<file path="config.mk">
export PLATFORM = sky130hd
export DESIGN_NAME = rat_scan
export DESIGN_NICKNAME = d
export VERILOG_FILES = /design/src/rtl/rat_pkg.sv /design/src/rtl/rat_scan.sv
export SDC_FILE = /design/constraint.sdc
export NUM_CORES = 1
export LEC_CHECK = 0
export BUFFER_PORTS_ARGS = -buffer_cell sky130_fd_sc_hd__buf_2
export CORE_AREA = 2 2 48 83
export CTS_BUF_LIST = sky130_fd_sc_hd__clkbuf_2 sky130_fd_sc_hd__clkbuf_4 sky130_fd_sc_hd__clkbuf_8
export CTS_CLUSTER_DIAMETER = 60
export DETAILED_ROUTE_END_ITERATION = 10
export DIE_AREA = 0 0 50 85
export PLACE_DENSITY = 0.77
export SYNTH_ARGS = -nofsm -noshare
export SYNTH_HDL_FRONTEND = slang
export SYNTH_SLANG_ARGS = --single-unit
export TNS_END_PERCENT = 50
</file>
<file path="constraint.sdc">
create_clock -name clock -period 3.75 [get_ports clock]
set_input_delay 0.75 -clock clock [delete_from_list [all_inputs] [get_ports clock]]
set_output_delay 0.75 -clock clock [all_outputs]
set_load 0.03 [all_outputs]
</file>
<file path="src/rtl/rat_pkg.sv">
// ----------------------------------------------------------------------------
// Row activation tracker package
// Sizes, register codes, shared types and the saturating increment used by
// the activation tracker and its table and scan units.
// ----------------------------------------------------------------------------
package rat_pkg;

   // Table geometry.
   localparam int BANK_COUNT  = 32;
   localparam int MAX_ENTRIES = 16;
   localparam int ROW_BITS    = 16;
   localparam int COUNT_BITS  = 16;

   localparam int BANK_W      = (BANK_COUNT > 1) ? $clog2(BANK_COUNT) : 1;
   localparam int ENTRY_W     = (MAX_ENTRIES > 1) ? $clog2(MAX_ENTRIES) : 1;
   localparam int ENT_CNT_W   = $clog2(MAX_ENTRIES + 1);
   localparam int ADDR_W      = BANK_W + ENTRY_W;
   localparam int TABLE_DEPTH = BANK_COUNT * (1 << ENTRY_W);

   // Port field widths.
   localparam int BANK_IN_W  = 5;
   localparam int ROW_IN_W   = 16;
   localparam int THR_W      = 16;
   localparam int PERIOD_W   = 32;
   localparam int NUSE_W     = 5;
   localparam int CSR_IDX_W  = 2;
   localparam int CSR_DATA_W = 32;

   localparam logic [COUNT_BITS-1:0] COUNT_MAX = {COUNT_BITS{1'b1}};

   // Register reset values.
   localparam logic [THR_W-1:0]    THRESHOLD_RESET = 16'd4096;
   localparam logic [PERIOD_W-1:0] PERIOD_RESET    = 32'd50000000;
   localparam logic [NUSE_W-1:0]   NUSE_RESET      = 5'd16;

   // Configuration register indexes.
   typedef enum logic [CSR_IDX_W-1:0] {
      CSR_THRESHOLD = 2'd0,
      CSR_PERIOD    = 2'd1,
      CSR_ENTRIES   = 2'd2
   } csr_index_type;

   // One table entry as stored in the memory.
   typedef struct packed {
      logic                  valid;
      logic [ROW_BITS-1:0]   row;
      logic [COUNT_BITS-1:0] count;
   } entry_type;

   // Control from the sequencer to the scan unit.
   typedef struct packed {
      logic               clear;
      logic               step;
      logic               in_use;
      logic [ENTRY_W-1:0] idx;
   } scan_ctl_type;

   // Outcome of a scan over one bank.
   typedef struct packed {
      logic                  hit;
      logic [ENTRY_W-1:0]    hit_idx;
      logic [COUNT_BITS-1:0] hit_count;
      logic                  free;
      logic [ENTRY_W-1:0]    free_idx;
   } scan_res_type;

   // Increment that sticks at the largest count.
   function automatic logic [COUNT_BITS-1:0] sat_inc(input logic [COUNT_BITS-1:0] v);
      logic [COUNT_BITS-1:0] r;
      r = (v == COUNT_MAX) ? v : v + 1'b1;
      return r;
   endfunction

endpackage

</file>
<file path="src/rtl/rat_scan.sv">
// ----------------------------------------------------------------------------
// Row activation tracker scan unit
// Shared compare unit that looks at one entry per cycle and keeps the first
// matching entry and the first entry whose count equals the spillover value.
// ----------------------------------------------------------------------------
module rat_scan (
   input  logic                          clock,
   input  logic                          reset,
   input  rat_pkg::scan_ctl_type         ctl,
   input  rat_pkg::entry_type            entry,
   input  logic [rat_pkg::ROW_BITS-1:0]   row,
   input  logic [rat_pkg::COUNT_BITS-1:0] spill,
   output rat_pkg::scan_res_type         res
);
   import rat_pkg::*;

   scan_res_type res_ff;
   scan_res_type res_in;

   // Keep the lowest-index match and the lowest-index replaceable entry.
   always_comb begin
      res_in = res_ff;
      if (ctl.clear) begin
         res_in = '0;
      end else if (ctl.step && ctl.in_use) begin
         if (!res_ff.hit && entry.valid && (entry.row == row)) begin
            res_in.hit       = 1'b1;
            res_in.hit_idx   = ctl.idx;
            res_in.hit_count = entry.count;
         end
         if (!res_ff.free && (entry.count == spill)) begin
            res_in.free     = 1'b1;
            res_in.free_idx = ctl.idx;
         end
      end
   end

   always_ff @(posedge clock) begin
      if (reset) begin
         res_ff <= '0;
      end else begin
         res_ff <= res_in;
      end
   end

   assign res = res_ff;

endmodule

</file>
==> out/summary.md <==
For the via total after detailed routing, the log shows 1511. The netlist uses 23 different library cells. Counting flops with an async set or reset pin after synthesis yields a share of 0%. The number of flip-flops in the largest register came out at 26. For the number of antenna repair diodes, the log shows 0. In this run, synthesis produced a sequential element count of 26.

For the setup total negative slack, the log shows 0 ps. In this run the worst setup path terminates at res[9]. Library cell occupying the most area in the post-synthesis netlist: sky130_fd_sc_hd__dfxtp_1. The net count of the finished layout is 330.

The die boundary width was 50 um. Number of search-and-repair iterations in the first detailed-routing pass: 4. The clock latency on the worst-skew pair is 270 ps. In this run, synthesis inferred 0 flip-flops with an integrated enable. The Yosys step of the flow raised 0 warnings. The longest clock path from root to sink contains 2 buffers. The logs give 0 for the number of max-slew violations in the final report and 47.06% for the worst max-slew margin expressed relative to the limit. In this run, post-CTS hold repair placed 0 buffers.

The worst hold path class was reg2reg. Leading cell type in the layout, fill and taps excluded: sky130_fd_sc_hd__buf_2. Global routing used 18.92% of the available tracks.

Across the run, the number of max-cap violations was 0. Along the worst path, the maximum fanout reaches 20. After detailed routing, the average wire length per cell comes to 13.43 um. The layout filler cell count is 360. In the finished design, the share of the clock period the worst path needs comes to 61.39%. The worst register-to-register path begins at res[25]. The synthesized netlist cell count came out at 163.

OpenSTA, run right after detailed placement, puts the worst setup slack at 1149 ps. The final weighted congestion of routability-driven global placement is 0.7862. The worst path in the final design needs a cycle of 2302 ps, including I/O delays and setup. The maximum clock rate was 0.4344 GHz.

Final number of hold-violating endpoints: 0. Power spread over the standard cell area amounts to 284.5 mW/mm^2. Across all register-to-register paths, the minimum setup slack is 1910 ps.

The worst hold path was traced through 2 stages. The share of the synthesized area in the top cell type came out at 37.75%. Gates resized during post-CTS repair numbered 0.

For this design, the sink count on the clock tree is 26. The sort of element at the start of the critical path is an input pin. In this run the static leakage power is 0.8540 nW. The height of the die was 85 um; the number of CTS-inserted buffers was 3. Setup repair after global routing left no endpoint under its margin.

The buffer type at the clock tree root is sky130_fd_sc_hd__clkbuf_8. The flow ran to the end, and the final reports show no timing, DRC or antenna violations. The data arrival time at the worst-slack endpoint was 2440 ps.

The via count of the first global-routing pass was 1456. Across all setup checks in the final design, the least slack found is 1448 ps. Each instance of the synthesized netlist takes up on average 8.459 sq um.

The detailed router finished its first iteration with 17 violations. The signal on the critical path passes through buf_2, xor2_1, nor4_1, nand4_1, o21ai_0, a21oi_1. Clock-pin slew was measured on the worst setup and hold paths at 80 ps. The worst hold path begins at res[17]. The post-route antenna net violation count came out at 0.

By area the synthesized netlist is led by sky130_fd_sc_hd__dfxtp_1, sky130_fd_sc_hd__xor2_1, sky130_fd_sc_hd__a21oi_1. TritonCTS built the clock tree. VDD sags by at most 0.2089 mV. Setup violations remaining at the end of the flow were counted as 0. Summing every instance area after synthesis gives 0.001379 sq mm.

The count of boundary I/O pins was 100. The library cells used most frequently in the layout, excluding fill and tap cells, are sky130_fd_sc_hd__buf_2, sky130_fd_sc_hd__nand3_1, sky130_fd_sc_hd__a21oi_1, sky130_fd_sc_hd__dfxtp_1, sky130_fd_sc_hd__o21ai_0. Across the routed clock network, the largest skew measured is 5.814 ps. The tools report the initial antenna violation count as 0. For this run, the slowest stage of the critical path takes 620 ps.

For the worst flop-to-flop path, the logic depth is 4. After detailed routing, the total wire length is 4.042 mm. Counting every net in the synthesized netlist gives 237.

The initial utilization of the core area, before any placement, comes to 38.38%. Detailed placement ended at an HPWL of 3.209 mm. Post-CTS timing repair inserted 0 buffers for setup. Data on the critical path is required at its endpoint by 3890 ps.

The path type of the worst setup path was in2reg. The most instantiated flip-flop cell in the synthesis netlist is sky130_fd_sc_hd__dfxtp_1. The initialized floorplan defines 29 standard-cell rows. The worst register-to-register path ends at res[9]. The region available for standard cell placement spans 0.003592 sq mm. In the routed design, unresolved DRC markers number 0. Entering global routing, the biggest net connects 27 pins.

The placed instance count was 297; the number of H-tree levels was 1. Buffers placed on the I/O ports in this run total 99. STA classifies the critical path endpoint as a register. After global routing the overflow that remains totals 0. Cells with a size suffix above 1 make up 42.35% of the layout. The first global-routing pass estimated 6.417 mm of wire.

The number of vias per cell is 5.020. The post-synthesis sequential area ratio was 37.75%. The critical path starts at row[15].

The slowest stage of the critical path belongs to the cell sky130_fd_sc_hd__nand4_1. For the pin with the worst max-slew slack, the measured transition is 794.1 ps. The area enclosed by the die boundary was 0.004250 sq mm. The tools report the core occupancy in the finished layout as 53.54%. The run gives 301 as the post-route non-filler standard cell count.

Relative to the synthesized area, the layout overhead comes to 39.47%.
==> cell families after synthesis <==
group	Yosys count	synth area share, %
AND/OR/NAND/NOR	44	19.15
buffers and inverters	11	4.627
XOR/XNOR	32	20.33
flip-flops	26	37.75
AO/OA/AOI/OAI	50	18.15
==> synthesized netlist by cell type (all sizes together) (2+ instances only) <==
| cell | count |
|---|---|
| nand4 | 2 |
| xor2 | 22 |
| and3b | 2 |
| dfxtp | 26 |
| xnor2 | 10 |
| buf | 5 |
| nor4 | 5 |
| clkbuf | 6 |
| o21ai | 24 |
| nand3 | 26 |
| a21oi | 26 |
| nor2 | 2 |
==> layer usage <==
metal / vias up / track usage (%) / share of wire, %
met5: - / 0 / 0
met3: 6 / 1.232 / 3.8
met4: 0 / 6.566 / 1.5
met2: 47 / 36.00 / 56
met1: 697 / 21.28 / 39
li1: 761 / - / -
==> critical path: cells and delay by family <==
kind | cells | cell delay [ps]
and+or+nand+nor | 2 | 960
AOI/OAI and AO/OA | 2 | 480
xor gates and xnor gates | 1 | 150
buffers and inverters | 1 | 100
==> where the power goes <==
group / total [mW] / leakage (nW) / switching (mW) / internal [mW]
clock: 0.178 / 0.0288 / 0.0845 / 0.0938
combinational: 0.0930 / 0.616 / 0.0451 / 0.0480
sequential: 0.276 / 0.209 / 0.000000253 / 0.276
total: 0.547 / 0.854 / 0.130 / 0.418
==> final cells by class <==
| cell class | instances | area [sq um] | area share, % |
|---|---|---|---|
| clock buffer | 4 | 55.05 | 2.863 |
| multi-input combinational | 126 | 794.5 | 41.31 |
| sequential | 26 | 520.5 | 27.07 |
| tap | 46 | 57.56 | 2.993 |
| timing repair buffer | 99 | 495.5 | 25.76 |
==> worst min path at each step <==
stage	to	slack (ps)
after global routing	res[13]	480
after global placement	res[12]	450
after detailed placement	res[13]	460
final	res[17]	480
after floorplan	res[0]	600
after CTS	res[13]	480
==> metrics by stage <==
step / hold WS [ps] / cell area [sq um] / total power [mW]
after floorplan: 602.5 / 1379 / 0.3226
after global placement: 453.6 / 1868 / 0.3743
after detailed placement: 464.8 / 1868 / 0.3760
after CTS: 477.2 / 1923 / 0.5507
after global routing: 483.0 / 1923 / 0.5747
final: 477.2 / 1923 / 0.5471
Note: power is estimated with default switching activity, not from simulation.
